<file path="src/rtl/core/u16u8_pkg.sv">
// ============================================================================
// u16u8_pkg
// Shared widths, register indexes and result codes of the UTF-16 to UTF-8
// encoder.
// ============================================================================
package u16u8_pkg;

  // Field widths of the stream and configuration ports, and the default byte-count width.
  localparam int unsigned CU_BITS             = 16;
  localparam int unsigned CAP_BITS            = 18;
  localparam int unsigned LEN_BITS            = 18;
  localparam int unsigned COUNT_BITS_DEFAULT  = 18;
  localparam int unsigned OUT_TDATA_BITS      = 32;

  // Configuration register indexes.
  typedef enum logic [0:0] {
    CFG_STRICT_INVALID  = 1'b0,
    CFG_OUTPUT_CAPACITY = 1'b1
  } cfg_idx_e;

  // Kind of one result beat.
  typedef enum logic [0:0] {
    RES_BYTE   = 1'b0,
    RES_STATUS = 1'b1
  } res_kind_e;

  // End-of-string status codes.
  typedef enum logic [1:0] {
    ST_OK      = 2'd0,
    ST_INVALID = 2'd1,
    ST_NOBUF   = 2'd2
  } status_e;

endpackage

</file>
<file path="src/rtl/core/utf16_to_utf8_encoder.sv">
// ============================================================================
// utf16_to_utf8_encoder
// Streams UTF-16 code units in and UTF-8 bytes plus an end-of-string status
// out, with surrogate pairing, replacement of lone surrogates and a capacity
// check on the output byte count.
// ============================================================================
// One code unit is accepted per beat on the slave stream; tlast marks the last
// unit of a string. Each unit is registered, then encoded and checked against
// the byte count and capacity combinationally, and its results (up to six
// bytes and, on the last unit, one status beat) are loaded into a run buffer.
// The run buffer sends one result per cycle on the master stream while
// m_axis_tready is high. A unit has one result for ASCII, two or three for
// the other planes of the BMP, four for a surrogate pair, up to seven with a
// flushed surrogate and a status beat. A unit with no results (a held high
// surrogate, or suppressed bytes after an error) loads no beat. The next unit
// is loaded into the run buffer in the cycle in which the last result of the
// previous one is accepted; the first result of a unit passes the input
// register and then the run buffer before it appears on the master stream.
// ============================================================================
module utf16_to_utf8_encoder #(
  parameter int unsigned COUNT_BITS = u16u8_pkg::COUNT_BITS_DEFAULT
) (
  input  logic                                 clk_i,
  input  logic                                 rst_ni,
  // Configuration write port.
  input  logic                                 cfg_we_i,
  input  logic [0:0]                           cfg_idx_i,
  input  logic [u16u8_pkg::CAP_BITS-1:0]       cfg_wdata_i,
  // Slave stream. tdata: code_unit[15:0]. tlast: end_of_string.
  input  logic                                 s_axis_tvalid,
  output logic                                 s_axis_tready,
  input  logic [u16u8_pkg::CU_BITS-1:0]        s_axis_tdata,
  input  logic                                 s_axis_tlast,
  // Master stream. tdata: out_byte[7:0], status[9:8], total_length[27:10],
  // zero[31:28]. tuser: result_kind. tlast: last_of_run.
  output logic                                 m_axis_tvalid,
  input  logic                                 m_axis_tready,
  output logic [u16u8_pkg::OUT_TDATA_BITS-1:0] m_axis_tdata,
  output logic                                 m_axis_tuser,
  output logic                                 m_axis_tlast
);
  import u16u8_pkg::*;

  // Arithmetic width wide enough for both the count and the capacity, plus carry.
  localparam int unsigned WIDE = ((COUNT_BITS > CAP_BITS) ? COUNT_BITS : CAP_BITS) + 1;
  localparam logic [WIDE-1:0] CNT_MAX = {{(WIDE-COUNT_BITS){1'b0}}, {COUNT_BITS{1'b1}}};
  localparam logic [WIDE-1:0] LEN_MAX = {{(WIDE-LEN_BITS){1'b0}}, {LEN_BITS{1'b1}}};

  // Configuration registers.
  logic                 strict_q;
  logic [CAP_BITS-1:0]  cap_q;

  always_ff @(posedge clk_i or negedge rst_ni) begin
    if (!rst_ni) begin
      strict_q <= 1'b0;
      cap_q    <= '0;
    end else if (cfg_we_i) begin
      case (cfg_idx_e'(cfg_idx_i))
        CFG_STRICT_INVALID:  strict_q <= cfg_wdata_i[0];
        CFG_OUTPUT_CAPACITY: cap_q    <= cfg_wdata_i;
        default: ;
      endcase
    end
  end

  // Input register.
  logic               in_valid_q;
  logic [CU_BITS-1:0] cu_q;
  logic               eos_q;
  logic               run_load;

  assign s_axis_tready = !in_valid_q || run_load;

  always_ff @(posedge clk_i or negedge rst_ni) begin
    if (!rst_ni) begin
      in_valid_q <= 1'b0;
    end else if (s_axis_tready) begin
      in_valid_q <= s_axis_tvalid;
    end
  end

  always_ff @(posedge clk_i) begin
    if (s_axis_tready && s_axis_tvalid) begin
      cu_q  <= s_axis_tdata;
      eos_q <= s_axis_tlast;
    end
  end

  // String state.
  logic                  held_q, held_d;
  logic [9:0]            hbits_q, hbits_d;
  logic [COUNT_BITS-1:0] count_q, count_d;
  logic [1:0]            err_q, err_d;

  // Classification of the registered unit.
  logic        is_high, is_low, pair, held_lone, unit_lone, any_lone;
  logic [20:0] cp;
  logic [7:0]  ub [4];
  logic [2:0]  ku;

  assign is_high   = (cu_q[15:10] == 6'b110110);
  assign is_low    = (cu_q[15:10] == 6'b110111);
  assign pair      = held_q && is_low;
  assign held_lone = held_q && !is_low;
  assign unit_lone = (is_low && !held_q) || (is_high && eos_q);
  assign any_lone  = held_lone || unit_lone;
  assign cp        = 21'h10000 + {1'b0, hbits_q, cu_q[9:0]};

  // Bytes of the unit itself.
  always_comb begin
    ub[0] = 8'h00;
    ub[1] = 8'h00;
    ub[2] = 8'h00;
    ub[3] = 8'h00;
    ku    = 3'd0;
    if (pair) begin
      ub[0] = {5'b11110, cp[20:18]};
      ub[1] = {2'b10, cp[17:12]};
      ub[2] = {2'b10, cp[11:6]};
      ub[3] = {2'b10, cp[5:0]};
      ku    = 3'd4;
    end else if (unit_lone) begin
      ub[0] = 8'hEF;
      ub[1] = 8'hBF;
      ub[2] = 8'hBD;
      ku    = 3'd3;
    end else if (is_high) begin
      ku    = 3'd0;
    end else if (cu_q[15:7] == 9'd0) begin
      ub[0] = cu_q[7:0];
      ku    = 3'd1;
    end else if (cu_q[15:11] == 5'd0) begin
      ub[0] = {3'b110, cu_q[10:6]};
      ub[1] = {2'b10, cu_q[5:0]};
      ku    = 3'd2;
    end else begin
      ub[0] = {4'b1110, cu_q[15:12]};
      ub[1] = {2'b10, cu_q[11:6]};
      ub[2] = {2'b10, cu_q[5:0]};
      ku    = 3'd3;
    end
  end

  // Candidate bytes: a flushed high surrogate comes first, then the unit.
  logic [7:0] cand [6];
  logic [2:0] k;

  always_comb begin
    if (held_lone) begin
      cand[0] = 8'hEF;
      cand[1] = 8'hBF;
      cand[2] = 8'hBD;
      cand[3] = ub[0];
      cand[4] = ub[1];
      cand[5] = ub[2];
      k       = ku + 3'd3;
    end else begin
      cand[0] = ub[0];
      cand[1] = ub[1];
      cand[2] = ub[2];
      cand[3] = ub[3];
      cand[4] = 8'h00;
      cand[5] = 8'h00;
      k       = ku;
    end
  end

  // Strict check, capacity check and byte count for the whole unit.
  logic [WIDE-1:0] cnt_w, cap_w, k_w, sum_w, avail_w, cnt_new_w, len_w;
  logic [2:0]      n_emit;
  logic [1:0]      err_new;

  assign cnt_w = WIDE'(count_q);
  assign cap_w = WIDE'(cap_q);
  assign k_w   = WIDE'(k);
  assign sum_w = cnt_w + k_w;

  always_comb begin
    n_emit    = 3'd0;
    err_new   = err_q;
    cnt_new_w = cnt_w;
    avail_w   = (cap_w > cnt_w) ? (cap_w - cnt_w) : '0;
    if (err_q != ST_OK) begin
      n_emit = 3'd0;
    end else if (strict_q && any_lone) begin
      err_new = ST_INVALID;
    end else if ((cap_q == '0) || (cap_w > CNT_MAX)) begin
      // Count-only, or a capacity the saturated count can never reach.
      n_emit    = (cap_q == '0) ? 3'd0 : k;
      cnt_new_w = (sum_w > CNT_MAX) ? CNT_MAX : sum_w;
    end else begin
      if (k_w <= avail_w) begin
        n_emit = k;
      end else begin
        n_emit  = avail_w[2:0];
        err_new = ST_NOBUF;
      end
      cnt_new_w = cnt_w + WIDE'(n_emit);
    end
  end

  assign len_w = (cnt_new_w > LEN_MAX) ? LEN_MAX : cnt_new_w;

  // Run buffer holding the results of one unit.
  logic                run_valid_q;
  logic [7:0]          rbytes_q [6];
  logic [2:0]          nb_q, total_q, idx_q;
  logic [1:0]          rstatus_q;
  logic [LEN_BITS-1:0] rlen_q;
  logic                run_last, run_done;
  logic [2:0]          total_new;

  assign run_last  = (idx_q == (total_q - 3'd1));
  assign run_done  = run_valid_q && m_axis_tready && run_last;
  assign run_load  = in_valid_q && (!run_valid_q || run_done);
  assign total_new = n_emit + {2'b00, eos_q};

  // Next string state; the end mark starts a fresh string.
  always_comb begin
    held_d  = held_q;
    hbits_d = hbits_q;
    count_d = count_q;
    err_d   = err_q;
    if (run_load) begin
      if (eos_q) begin
        held_d  = 1'b0;
        hbits_d = '0;
        count_d = '0;
        err_d   = ST_OK;
      end else begin
        held_d  = is_high && !pair;
        hbits_d = (is_high && !pair) ? cu_q[9:0] : hbits_q;
        count_d = cnt_new_w[COUNT_BITS-1:0];
        err_d   = err_new;
      end
    end
  end

  always_ff @(posedge clk_i or negedge rst_ni) begin
    if (!rst_ni) begin
      held_q  <= 1'b0;
      hbits_q <= '0;
      count_q <= '0;
      err_q   <= ST_OK;
    end else begin
      held_q  <= held_d;
      hbits_q <= hbits_d;
      count_q <= count_d;
      err_q   <= err_d;
    end
  end

  // Run buffer control: load a new unit or step to the next beat.
  always_ff @(posedge clk_i or negedge rst_ni) begin
    if (!rst_ni) begin
      run_valid_q <= 1'b0;
      idx_q       <= '0;
      total_q     <= '0;
    end else if (run_load) begin
      run_valid_q <= (total_new != 3'd0);
      idx_q       <= '0;
      total_q     <= total_new;
    end else if (run_done) begin
      run_valid_q <= 1'b0;
    end else if (run_valid_q && m_axis_tready) begin
      idx_q <= idx_q + 3'd1;
    end
  end

  // Run buffer payload.
  always_ff @(posedge clk_i) begin
    if (run_load) begin
      for (int i = 0; i < 6; i++) begin
        rbytes_q[i] <= cand[i];
      end
      nb_q      <= n_emit;
      rstatus_q <= err_new;
      rlen_q    <= (err_new == ST_OK) ? len_w[LEN_BITS-1:0] : '0;
    end
  end

  // Result beat selection.
  logic       is_byte;
  logic [2:0] sel;
  logic [7:0] obyte;

  assign is_byte = (idx_q < nb_q);
  assign sel     = is_byte ? idx_q : 3'd0;
  assign obyte   = rbytes_q[sel];

  assign m_axis_tvalid = run_valid_q;
  assign m_axis_tuser  = is_byte ? RES_BYTE : RES_STATUS;
  assign m_axis_tlast  = run_last;
  assign m_axis_tdata  = is_byte ? {4'b0000, {LEN_BITS{1'b0}}, 2'b00, obyte}
                                 : {4'b0000, rlen_q, rstatus_q, 8'h00};

  // A status beat only ever closes a run, and runs never overrun their length.
  assert property (@(posedge clk_i) disable iff (!rst_ni)
    m_axis_tvalid && m_axis_tuser |-> m_axis_tlast)
    else $error("status beat is not the last of its run");

  assert property (@(posedge clk_i) disable iff (!rst_ni)
    run_valid_q |-> (idx_q < total_q) && (nb_q <= total_q))
    else $error("run index beyond run length");

  // A waiting result is never dropped.
  assert property (@(posedge clk_i) disable iff (!rst_ni)
    run_valid_q && !m_axis_tready |=> run_valid_q && (idx_q == $past(idx_q)))
    else $error("stalled result lost");

  // The end mark clears the string state.
  assert property (@(posedge clk_i) disable iff (!rst_ni)
    run_load && eos_q |=> (count_q == '0) && (err_q == ST_OK) && !held_q)
    else $error("string state not cleared after end mark");

  // Bytes are only sent while no error is recorded for the string.
  assert property (@(posedge clk_i) disable iff (!rst_ni)
    run_load && (err_q != ST_OK) |-> (n_emit == 3'd0))
    else $error("byte sent after an error");

endmodule
</file>
<file path="config.mk">
export PLATFORM = sky130hd
export DESIGN_NAME = utf16_to_utf8_encoder
export DESIGN_NICKNAME = d
export VERILOG_FILES = /design/src/rtl/core/u16u8_pkg.sv /design/src/rtl/core/utf16_to_utf8_encoder.sv
export SDC_FILE = /design/constraint.sdc
export NUM_CORES = 1
export LEC_CHECK = 0
export ABC_AREA = 1
export BUFFER_PORTS_ARGS = -buffer_cell sky130_fd_sc_hd__buf_2
export CAP_MARGIN = 25
export CORE_UTILIZATION = 50
export DETAILED_ROUTE_END_ITERATION = 7
export MAX_ROUTING_LAYER = met4
export PLACE_DENSITY = 0.78
export SLEW_MARGIN = 20
export SYNTH_ARGS = -nofsm -noshare
export SYNTH_HDL_FRONTEND = slang
export SYNTH_SLANG_ARGS = --single-unit
</file>
<file path="constraint.sdc">
create_clock -name clk_i -period 12.6 [get_ports clk_i]
set_clock_uncertainty 0.15 [all_clocks]
set_input_delay 3.78 -clock clk_i [delete_from_list [all_inputs] [get_ports clk_i]]
set_output_delay 3.78 -clock clk_i [all_outputs]
set_load 0.01 [all_outputs]
</file>
==> run summary, run 1 <==
Outcome = finished with violations
Failing checks = design-rule violations
Post-synth top cells = nand2_1 (257), inv_1 (162), nor2_1 (102)
Leak = 0.00469 uW
Leading area contributor after synthesis = edfxtp_1
RSZ-0062 raised after global routing = no
Remaining antenna violation count = 0
Hold Vio Cnt, Final = 0
Layout cells sized above 1 = 15.2%
GR Overflow Total = 0
DR WL/cell = 16.8 um
Post CTS Setup Buffer Count = 0
Initial core utilization = 50.9%
FFs w/ async S/R, synth = 40.8%
Vias in the first global route = 7449
Die X = 137 um
Die area = 0.0188 mm^2
Clock slew at reported path FFs = 60 ps
F_max = 119 MHz
Required @ worst endpoint = 8670 ps
Min-delay src = hbits_q[5]
Root buf cell = clkbuf_16
Clock buffer depth = 2
Tot GR Track Use = 27.6%
Most frequent CP cell = buf_2
IO buf count = 72
Starting DRT DRC Count = 851
Pwr Density = 261 mW/mm^2
Hold-fix buffers, CTS = 0
Critical path startpoint category = input port
Reg-to-reg slack, setup = 6260 ps
CP max stage delay = 160 ps
Synth warn = 0
CP max stage cell = nor2_1
Final antenna diode count = 0
Top_reg_cell synth = edfxtp_1
Die Height = 137 um
Largest net degree at the start of global routing = 85
RR Endpoint = rlen_q[10]
Worst Path Arrival = 4480 ps
Worst R2R Path Depth = 33
CTS tree = built
1st-pass router iterations = 8
Crit. End Element = output port
Crit Path Category = input port to output port
Area delta synth->final = 12.5%
Tmin final = 8410 ps
Sequential fraction of the synthesis area = 43.4%
Slew margin rel. = 31.8%
Initial antenna violation count = 0
Crit path buffers/inverters = 3
Worst hold path type = register to register
Least-Margin Pin Slew = 1020 ps
Hold Crit Depth = 2
Post-synthesis instance area = 0.00915 mm^2
First-pass GRT wire length = 38600 um
WL final = 23900 um
Syn Inst Count = 1121
Vias per inst = 5.63
Critical path's top delay family = buffers and inverters
Core Area = 0.0180 mm^2
Dominant cells by area after synthesis = edfxtp_1 (28%), dfrtp_1 (16%), nand2_1 (11%)
Max-Cap Viols = 0
Max VDD drop = 0.178 mV
Crit path max fanout = 3
Crit-path cells = buf_2 -> nor2_1 -> a21oi_2 -> inv_1 -> nand2_1 -> buf_2
Slew Viols, Final = 0
# setup viols final = 0
Post-layout nets = 1265
Std cell rows = 49
Synth Register Bits = 142
Post-synth EDFFs = 84
Period utilization = 66.8%
Total power = 2690 uW
IO Count = 77
DR DRC count = 2
Number of buffers created by CTS = 17
Post-synth cell types = 61
Syn_area_per_cell = 8.16 um^2
Yosys top cell area share = 27.6%
Dpl hpwl = 17400 um
Post-CTS sizing = 0
TritonCTS Sinks = 142
Clock Latency Late Sink = 430 ps
Hold EP = hbits_q[5]
Count leader, synth = nand2_1
Gpl congestion = 0.968
DR vias = 8038
Setup TNS = 0 ps
Reg-to-Reg Start = cu_q[14]
H-tree levels = 4
[worst max path at each step]
stage,startpoint,to,slack (ps),cells past startpoint
finish,m_axis_tready,s_axis_tready,4190,6
CTS,m_axis_tready,s_axis_tready,4180,6
global placement,m_axis_tready,s_axis_tready,4220,6
detailed placement,m_axis_tready,s_axis_tready,4190,6
global route,m_axis_tready,s_axis_tready,4110,6
floorplan,m_axis_tready,s_axis_tready,4450,4
[state kept, by name, summed over array words and instances, names as in the netlist]
| name | count |
|---|---|
| held_q | 1 |
| hbits_q | 10 |
| cu_q | 16 |
| in_valid_q | 1 |
| rstatus_q | 2 |
| rbytes_q | 44 |
| idx_q | 3 |
| total_q | 3 |
| count_q | 18 |
| err_q | 2 |
| strict_q | 1 |
| nb_q | 3 |
| eos_q | 1 |
| cap_q | 18 |
| m_axis_tvalid | 1 |
| rlen_q | 18 |
[cells by family after synthesis]
kind of cell               share of synthesized area, %
buffers and inverters                              9.19
and+or+nand+nor                                    24.0
DFF                                                43.4
other                                            0.0410
muxes                                              2.09
AOI/OAI and AO/OA                                  14.6
xor gates and xnor gates                           1.24
adders and majority gates                          5.44
[report_power, final]
| group | switching, uW | internal (uW) |
|---|---|---|
| logic | 924 | 459 |
| registers | 86.2 | 681 |
| clock network | 210 | 327 |
| total | 1220 | 1470 |
[metrics by stage]
stage	hold slack [ps]	instances	setup slack, ps	cell area (um^2)	utilization (%)
6_report	359	1428	4190	10300	57.3
5_1_grt	386	1428	4110	10300	57.3
4_1_cts	364	1428	4180	10300	57.3
3_5_place_dp	346	1396	4190	9660	53.8
3_3_place_gp	339	1395	4220	9650	53.7
2_1_floorplan	315	1124	4450	9160	-
[tightest hold or removal path, delay by kind of cell, from the launching register on]
family | cells | cell delay (ps)
flops | 1 | 340
compound gates | 2 | 130
[per-layer routing]
layer / GRT usage [%] / part of all wire [%] / vias to the layer above / wire length, um
met1: 39.2 / 46 / 3702 / 11100
li1: - / - / 3903 / -
met2: 40.2 / 44 / 385 / 10400
met4: 8.79 / 1.8 / 0 / 435
met5: - / 0 / - / 0
met3: 4.27 / 8.1 / 48 / 1940
[cells in the final DEF, fill, tap and decap left out, types with 8 or more instances in the layout]
cell / n
xor2_1: 9
nor2_2: 10
nand2_2: 9
nand3_1: 45
inv_1: 162
mux2_2: 17
buf_2: 72
ha_1: 35
edfxtp_1: 84
nand4_1: 17
o21ai_1: 10
clkbuf_16: 17
a32o_1: 8
dfrtp_1: 58
nor3_1: 12
o22ai_1: 29
nand2_1: 257
o21ai_0: 56
inv_2: 9
nor2_1: 102
a21oi_1: 72
[cell type report]
type / count / area (um^2)
tap: 229 / 287
fill: 1595 / 7670
sequential: 142 / 3970
multi-input combinational: 775 / 4350
inverter: 175 / 664
clock inverter: 13 / 179
timing repair buffer: 75 / 387
clock buffer: 19 / 453
No activity file was read; power rests on OpenSTA's default activity.
==> run 2, diff against run 1 <==
--- a/config.mk
+++ b/config.mk
@@ -5,7 +5,7 @@
 export SDC_FILE = /design/constraint.sdc
 export NUM_CORES = 1
 export LEC_CHECK = 0
-export ABC_AREA = 1
+export ABC_AREA = 0
 export BUFFER_PORTS_ARGS = -buffer_cell sky130_fd_sc_hd__buf_2
 export CAP_MARGIN = 25
 export CORE_UTILIZATION = 50
==> constraint.sdc (replaced) <==
create_clock -name clk_i -period 7.95 [get_ports clk_i]
set_clock_uncertainty 0.15 [all_clocks]
set_input_delay 2.385 -clock clk_i [delete_from_list [all_inputs] [get_ports clk_i]]
set_output_delay 2.385 -clock clk_i [all_outputs]
set_load 0.01 [all_outputs]
==> run summary, run 2 <==
Outcome = complete, no violations (was finished with violations)
Crit path buffers/inverters = 1 (was 3)
Max VDD drop = 0.204 mV (was 0.178 mV)
Die area = 0.0179 mm^2 (was 0.0188 mm^2)
IO Count = 77 (unchanged)
TritonCTS Sinks = 142 (unchanged)
CP max stage cell = a2bb2oi_1 (was nor2_1)
Number of buffers created by CTS = 17 (unchanged)
Gpl congestion = 0.938 (was 0.968)
FFs w/ async S/R, synth = 40.8% (unchanged)
Post-CTS sizing = 0 (unchanged)
Clock slew at reported path FFs = 60 ps (about the same)
Sequential fraction of the synthesis area = 45.9% (was 43.4%)
Slew margin rel. = 36.2% (was 31.8%)
CP max stage delay = 470 ps (was 160 ps)
Commonest non-fill, non-tap cells in the layout = nand2_1 (89), edfxtp_1 (84), nor2_1 (73), buf_2 (72), a21oi_1 (70) (was nand2_1 (257), inv_1 (162), nor2_1 (102), edfxtp_1 (84))
# placed instances = 1151 (was 1396)
Pwr Density = 432 mW/mm^2 (was 261 mW/mm^2)
Leading area contributor after synthesis = edfxtp_1 (unchanged)
Total power = 4180 uW (was 2690 uW)
Tmin final = 6400 ps
Synth Register Bits = 142 (unchanged)
CTS tree = built (unchanged)
IO buf count = 72 (unchanged)
H-tree levels = 4 (unchanged)
Dpl hpwl = 15200 um (was 17400 um)
Reg power frac = 32.9% (was 28.6%)
Clock network fraction of total power = 17.5% (was 20.0%)
Worst hold margin = 376 ps (was 359 ps)
WL final = 21400 um (was 23900 um)
Post CTS Setup Buffer Count = 0 (unchanged)
Final instance area = 0.00968 mm^2 (was 0.0103 mm^2)
Remaining antenna violation count = 0 (unchanged)
Slew Viols, Final = 0 (unchanged)
Comb pwr share = 49.6% (was 51.5%)
Starting DRT DRC Count = 985 (was 851)
RSZ-0062 raised after global routing = no (unchanged)
Min-delay src = hbits_q[5] (unchanged)
Critical path startpoint category = register (was input port)
Leak = 0.00384 uW (was 0.00469 uW)
Max-Cap Viols = 0 (unchanged)
Top_reg_cell synth = edfxtp_1 (unchanged)
Required @ worst endpoint = 8140 ps (was 8670 ps)
Clock Latency Late Sink = 430 ps (about the same)
Critical path's top delay family = compound AO/OA/AOI/OAI gates (was buffers and inverters)
Psw = 1800 uW (was 1220 uW)
Syn_area_per_cell = 9.64 um^2 (was 8.16 um^2)
Reg-to-Reg Start = count_q[1] (was cu_q[14])
Area delta synth->final = 11.7% (was 12.5%)
RR Endpoint = count_q[12] (was rlen_q[10])
Hold Crit Depth = 2 (unchanged)
Initial core utilization = 51.7% (was 50.9%)
Root buf cell = clkbuf_16 (unchanged)
Count leader, synth = nand2_1 (unchanged)
Post-layout nets = 1029 (was 1265)
Post-synth EDFFs = 84 (unchanged)
Switching share of total power = 43.1% (was 45.4%)
Post-placement cell area = 0.00913 mm^2 (was 0.00966 mm^2)
Initial antenna violation count = 0 (unchanged)
Die Height = 134 um (was 137 um)
Internal = 2380 uW (was 1470 uW)
Layout cells sized above 1 = 16.2% (was 15.2%)
Reg-to-reg slack, setup = 1550 ps (was 6260 ps)
# setup viols final = 0 (unchanged)
DR vias = 7235 (was 8038)
Hold EP = hbits_q[5] (unchanged)
Crit Path Category = register to register (was input port to output port)
Vias in the first global route = 6591 (was 7449)
Clock buffer depth = 2 (unchanged)
Hold-fix buffers, CTS = 0 (unchanged)
Syn Inst Count = 899 (was 1121)
DR WL/cell = 18.1 um (was 16.8 um)
Largest net degree at the start of global routing = 59 (was 85)
Post-synthesis instance area = 0.00866 mm^2 (was 0.00915 mm^2)
GR Overflow Total = 0 (unchanged)
Least-Margin Pin Slew = 957 ps (was 1020 ps)
Dominant cells by area after synthesis = edfxtp_1 (29%), dfrtp_1 (17%), ha_1 (5.1%) (was edfxtp_1 (28%), dfrtp_1 (16%), nand2_1 (11%))
Largest register FFs = 44 (unchanged)
First-pass GRT wire length = 34600 um (was 38600 um)
Period utilization = 80.5%
1st-pass router iterations = 7 (was 8)
Setup TNS = 0 ps (unchanged)
Tot GR Track Use = 25.5% (was 27.6%)
Largest Register = rbytes_q (unchanged)
Hold Vio Cnt, Final = 0 (unchanged)
Vias per inst = 6.12 (was 5.63)
Final antenna diode count = 0 (unchanged)
F_max = 156 MHz
Die X = 134 um (was 137 um)
Core Area = 0.0168 mm^2 (was 0.0180 mm^2)
Synth warn = 0 (unchanged)
Commonest non-fill, non-tap cell in the layout = nand2_1 (unchanged)
Post-synth top cells = nand2_1 (89), edfxtp_1 (84), nor2_1 (73) (was nand2_1 (257), inv_1 (162), nor2_1 (102))
Crit path max fanout = 7 (was 3)
Worst R2R Path Depth = 26 (was 33)
Worst hold path type = register to register (unchanged)
Crit. End Element = register (was output port)
Post-synth cell types = 73 (was 61)
Worst Path Arrival = 6580 ps (was 4480 ps)
DR DRC count = 0 (was 2)
Yosys top cell area share = 29.1% (was 27.6%)
Std cell rows = 47 (was 49)
Fin cells = 1183 (was 1428)
run 2: cell type report:
cell class,count,area (um^2)
fillers,1457,7080
flip-flops and latches,142,3970
multi-input cells,663,4300
clock buffers,24,482
well taps,220,275
repair buffers,79,413
clock inverters,8,60.1
inverters,47,176
run 2: worst reg2reg max path, stage by stage (launching register included):
cell	delay [ps]
dfrtp_1	450
inv_1	170
ha_1	330
nand2b_1	90
a211o_1	320
a211o_1	350
a211oi_1	230
a2bb2oi_1	470
nand2_1	170
ha_1	330
nor2b_1	130
o21ai_0	140
nand2b_1	90
o21ai_1	160
a21o_1	320
mux2i_1	300
ha_1	230
fa_1	210
a21oi_1	110
nor2_1	190
nand3_1	110
nand2b_1	190
o21ai_0	250
nand2_1	160
nor2_1	340
a21boi_0	170
o22ai_1	140
run 2: cell families (layout without fill, tap and decap cells):
family | Yosys count | after routing | synth area share [%]
adders and majority gates | 38 | 38 | 5.75
other | 1 | 4 | 0.0433
DFF | 142 | 142 | 45.9
muxes | 40 | 40 | 5.92
buffers and inverters | 97 | 158 | 4.67
and+or+nand+nor | 302 | 302 | 16.7
xor gates and xnor gates | 18 | 18 | 1.82
AOI/OAI and AO/OA | 261 | 261 | 19.2
run 2: worst max path at each step:
| stage | from | to | slack (ps) | depth (start not counted) |
|---|---|---|---|---|
| final | count_q[1] | count_q[12] | 1550 | 26 |
| after global placement | count_q[1] | count_q[12] | 1900 | 26 |
| after detailed placement | count_q[1] | count_q[12] | 1660 | 26 |
| after floorplan | m_axis_tready | nb_q[0] | 2330 | 5 |
| after global routing | count_q[3] | count_q[12] | 900 | 26 |
| after CTS | count_q[1] | count_q[12] | 1620 | 26 |
run 2: per-stage QoR:
step / utilization (%) / setup WS [ps]
2_1_floorplan: - / 2330
3_3_place_gp: 54.5 / 1900
3_5_place_dp: 54.5 / 1660
4_1_cts: 57.7 / 1620
5_1_grt: 57.7 / 898
6_report: 57.7 / 1550
run 2: power by group through the flow:
stage	combinational (uW)	sequential (uW)	clock (uW)
floorplan	1580	1290	0
global placement	2020	1370	0
detailed placement	2050	1380	0
CTS	2060	1370	735
global route	2310	1400	768
finish	2070	1370	732
run 2: layer usage:
metal / GRT usage [%] / routed length (um) / share of wire, % / up-vias
li1: - / - / - / 3416
met1: 38.8 / 9990 / 47 / 3392
met2: 34.3 / 8950 / 42 / 399
met3: 4.76 / 2190 / 10 / 28
met4: 7.20 / 294 / 1.4 / 0
met5: - / 0 / 0 / -
==> run 3, diff against run 2 <==
==> constraint.sdc (replaced) <==
create_clock -name clk_i -period 6.36 [get_ports clk_i]
set_clock_uncertainty 0.15 [all_clocks]
set_input_delay 1.908 -clock clk_i [delete_from_list [all_inputs] [get_ports clk_i]]
set_output_delay 1.908 -clock clk_i [all_outputs]
set_load 0.01 [all_outputs]
==> run summary, run 3 (same netlist as run 2, synthesis figures left out) <==
Hold Crit Depth = 2 (unchanged)
Fin worst setup slack = 414 ps (was 1550 ps)
DR vias = 7240 (was 7235)
Final antenna diode count = 0 (unchanged)
First-pass GRT wire length = 34700 um (was 34600 um)
Pwr Density = 552 mW/mm^2 (was 432 mW/mm^2)
# setup viols final = 0 (unchanged)
TritonCTS Sinks = 142 (unchanged)
Max-Cap Viols = 0 (unchanged)
RSZ-0062 raised after global routing = no (unchanged)
Critical path's top delay family = compound AO/OA/AOI/OAI gates (unchanged)
Min-delay src = hbits_q[5] (unchanged)
Cell count along the critical path = 23 (was 26)
Commonest non-fill, non-tap cells in the layout = nand2_1 (89), edfxtp_1 (84), nor2_1 (72), buf_2 (72), a21oi_1 (70) (was nand2_1 (89), edfxtp_1 (84), nor2_1 (73), buf_2 (72), a21oi_1 (70))
Reg-to-Reg Start = count_q[0] (was count_q[1])
IO Count = 77 (unchanged)
Total power = 5440 uW (was 4180 uW)
Largest net degree at the start of global routing = 92 (was 59)
CP max stage cell = nor4_1 (was a2bb2oi_1)
Commonest non-fill, non-tap cell in the layout = nand2_1 (unchanged)
Hold Vio Cnt, Final = 0 (unchanged)
IO buf count = 72 (unchanged)
Leak = 0.00393 uW (was 0.00384 uW)
Crit-path cells = ha_1 -> inv_1 -> fa_1 -> a211o_1 -> a211oi_2 -> o41ai_1 -> xnor2_1 -> nor4_1 -> and3_1 -> nand3_2 -> a21o_2 -> mux2i_1 -> ha_1 -> fa_1 -> a21oi_1 -> nor2_1 -> nand3_1 -> nand2b_1 -> o21ai_0 -> nand2_1 -> nor3_1 -> a21oi_1 -> a21oi_1
Critical path startpoint category = register (unchanged)
Most frequent CP cell = a21oi_1
Worst Path Arrival = 5940 ps (was 6580 ps)
F_max = 168 MHz (was 156 MHz)
Crit path buffers/inverters = 1 (unchanged)
Worst R2R Path Depth = 23 (was 26)
CTS tree = built (unchanged)
GR Overflow Total = 0 (unchanged)
Tmin final = 5950 ps (was 6400 ps)
Fillers = 1408 (was 1457)
Outcome = complete, no violations (unchanged)
Worst hold margin = 360 ps (was 376 ps)
Die Height = 134 um (unchanged)
WL final = 21700 um (was 21400 um)
Remaining antenna violation count = 0 (unchanged)
Crit. Startpoint = count_q[0] (was count_q[1])
Vias per inst = 6.07 (was 6.12)
Largest register FFs = 44 (unchanged)
Setup TNS = 0 ps (unchanged)
Crit. End Element = register (unchanged)
Number of buffers created by CTS = 17 (unchanged)
Post-layout nets = 1038 (was 1029)
Gpl congestion = 0.968 (was 0.938)
DR DRC count = 0 (unchanged)
H-tree levels = 4 (unchanged)
Final instance area = 0.00986 mm^2 (was 0.00968 mm^2)
Slew Viols, Final = 0 (unchanged)
Met1 GRT Util = 38.5% (was 38.8%)
1st-pass router iterations = 5 (was 7)
Least-Margin Pin Slew = 923 ps (was 957 ps)
Starting DRT DRC Count = 702 (was 985)
Std cell rows = 47 (unchanged)
Met2 Usage GRT = 35.8% (was 34.3%)
Max VDD drop = 0.307 mV (was 0.204 mV)
Hold-fix buffers, CTS = 0 (unchanged)
Crit path max fanout = 5 (was 7)
Top Usage Layer GRT = met1 (unchanged)
DR WL/cell = 18.2 um (was 18.1 um)
Clock slew at reported path FFs = 60 ps (about the same)
Layout cells sized above 1 = 17.5% (was 16.2%)
Largest Register = rbytes_q (unchanged)
Worst hold path type = register to register (unchanged)
Initial antenna violation count = 0 (unchanged)
Die X = 134 um (unchanged)
Vias in the first global route = 6621 (was 6591)
Area delta synth->final = 13.9% (was 11.7%)
Root buf cell = clkbuf_16 (unchanged)
Dpl hpwl = 15300 um (was 15200 um)
GR Util met3 = 3.54% (was 4.76%)
Tot GR Track Use = 25.7% (was 25.5%)
Die area = 0.0179 mm^2 (unchanged)
CP max stage delay = 600 ps (was 470 ps)
Post-placement cell area = 0.00918 mm^2 (was 0.00913 mm^2)
Slew margin rel. = 38.4% (was 36.2%)
Crit Path Category = register to register (unchanged)
Core Area = 0.0168 mm^2 (unchanged)
Initial core utilization = 51.7% (unchanged)
Clock Latency Late Sink = 430 ps (about the same)
Period utilization = 93.5% (was 80.5%)
Clock buffer depth = 2 (unchanged)
Setup Slack @ Placement = 397 ps (was 1660 ps)
Required @ worst endpoint = 6350 ps (was 8140 ps)
## run 3: changes by cell type in the layout (fill, tap and decap cells not counted), moves of 2 or more
cell       change
bufinv_16      +3
buf_4          +7
clkinv_4       -2
o21ai_1        +2
o21ai_0        -2
## run 3: area by class of cell
type                       count  area (um^2)  share of cell area [%]
multi-input combinational    663         4320                    43.8
sequential                   142         3970                    40.3
timing repair buffer          88          508                    5.15
clock buffer                  23          478                    4.85
tap                          220          275                    2.79
inverter                      47          176                    1.79
clock inverter                 9          135                    1.37
## run 3: timing repair
item                                    in CTS  in global routing
endpoints found under the setup margin       0                 23
setup buffers                                0                  1
gates resized for setup                      0                  7
## run 3: path summary, 6_finish.rpt
kind,end,slack (ps)
hold reg to reg,hbits_q[5],360
setup reg to reg,rlen_q[16],410
min in group asynchronous,cap_q[9],1500
setup / recovery,rlen_q[16],410
hold / removal,hbits_q[5],360
max in group asynchronous,err_q[1],4040
## run 3: per-stage QoR
step | std cells | util, %
floorplan | 902 | -
detailed placement | 1157 | 54.8
global placement | 1157 | 54.8
CTS | 1189 | 58.4
finish | 1192 | 58.8
global route | 1192 | 58.8
## run 3: power by group
group	switching, uW	internal (uW)
Clock	385	649
Sequential	231	1440
Combinational	1670	1070
## run 3: worst register-to-register path, cell delays in order (launching register included)
cell and delay, ps:
dfrtp_1 460, ha_1 210, inv_1 50, fa_1 430, a211o_1 340, a211oi_2 260
o41ai_1 120, xnor2_1 170, nor4_1 600, and3_1 270, nand3_2 160, a21o_2 290
mux2i_1 140, ha_1 240, fa_1 400, a21oi_1 250, nor2_1 110, nand3_1 120
nand2b_1 150, o21ai_0 200, nand2_1 200, nor3_1 60, a21oi_1 170, a21oi_1 110
## run 3: layer usage
metal	vias to the layer above	wire length [um]
li1	3426	-
met1	3442	10300
met2	343	9350
met3	29	1690
met4	0	312
met5	-	0
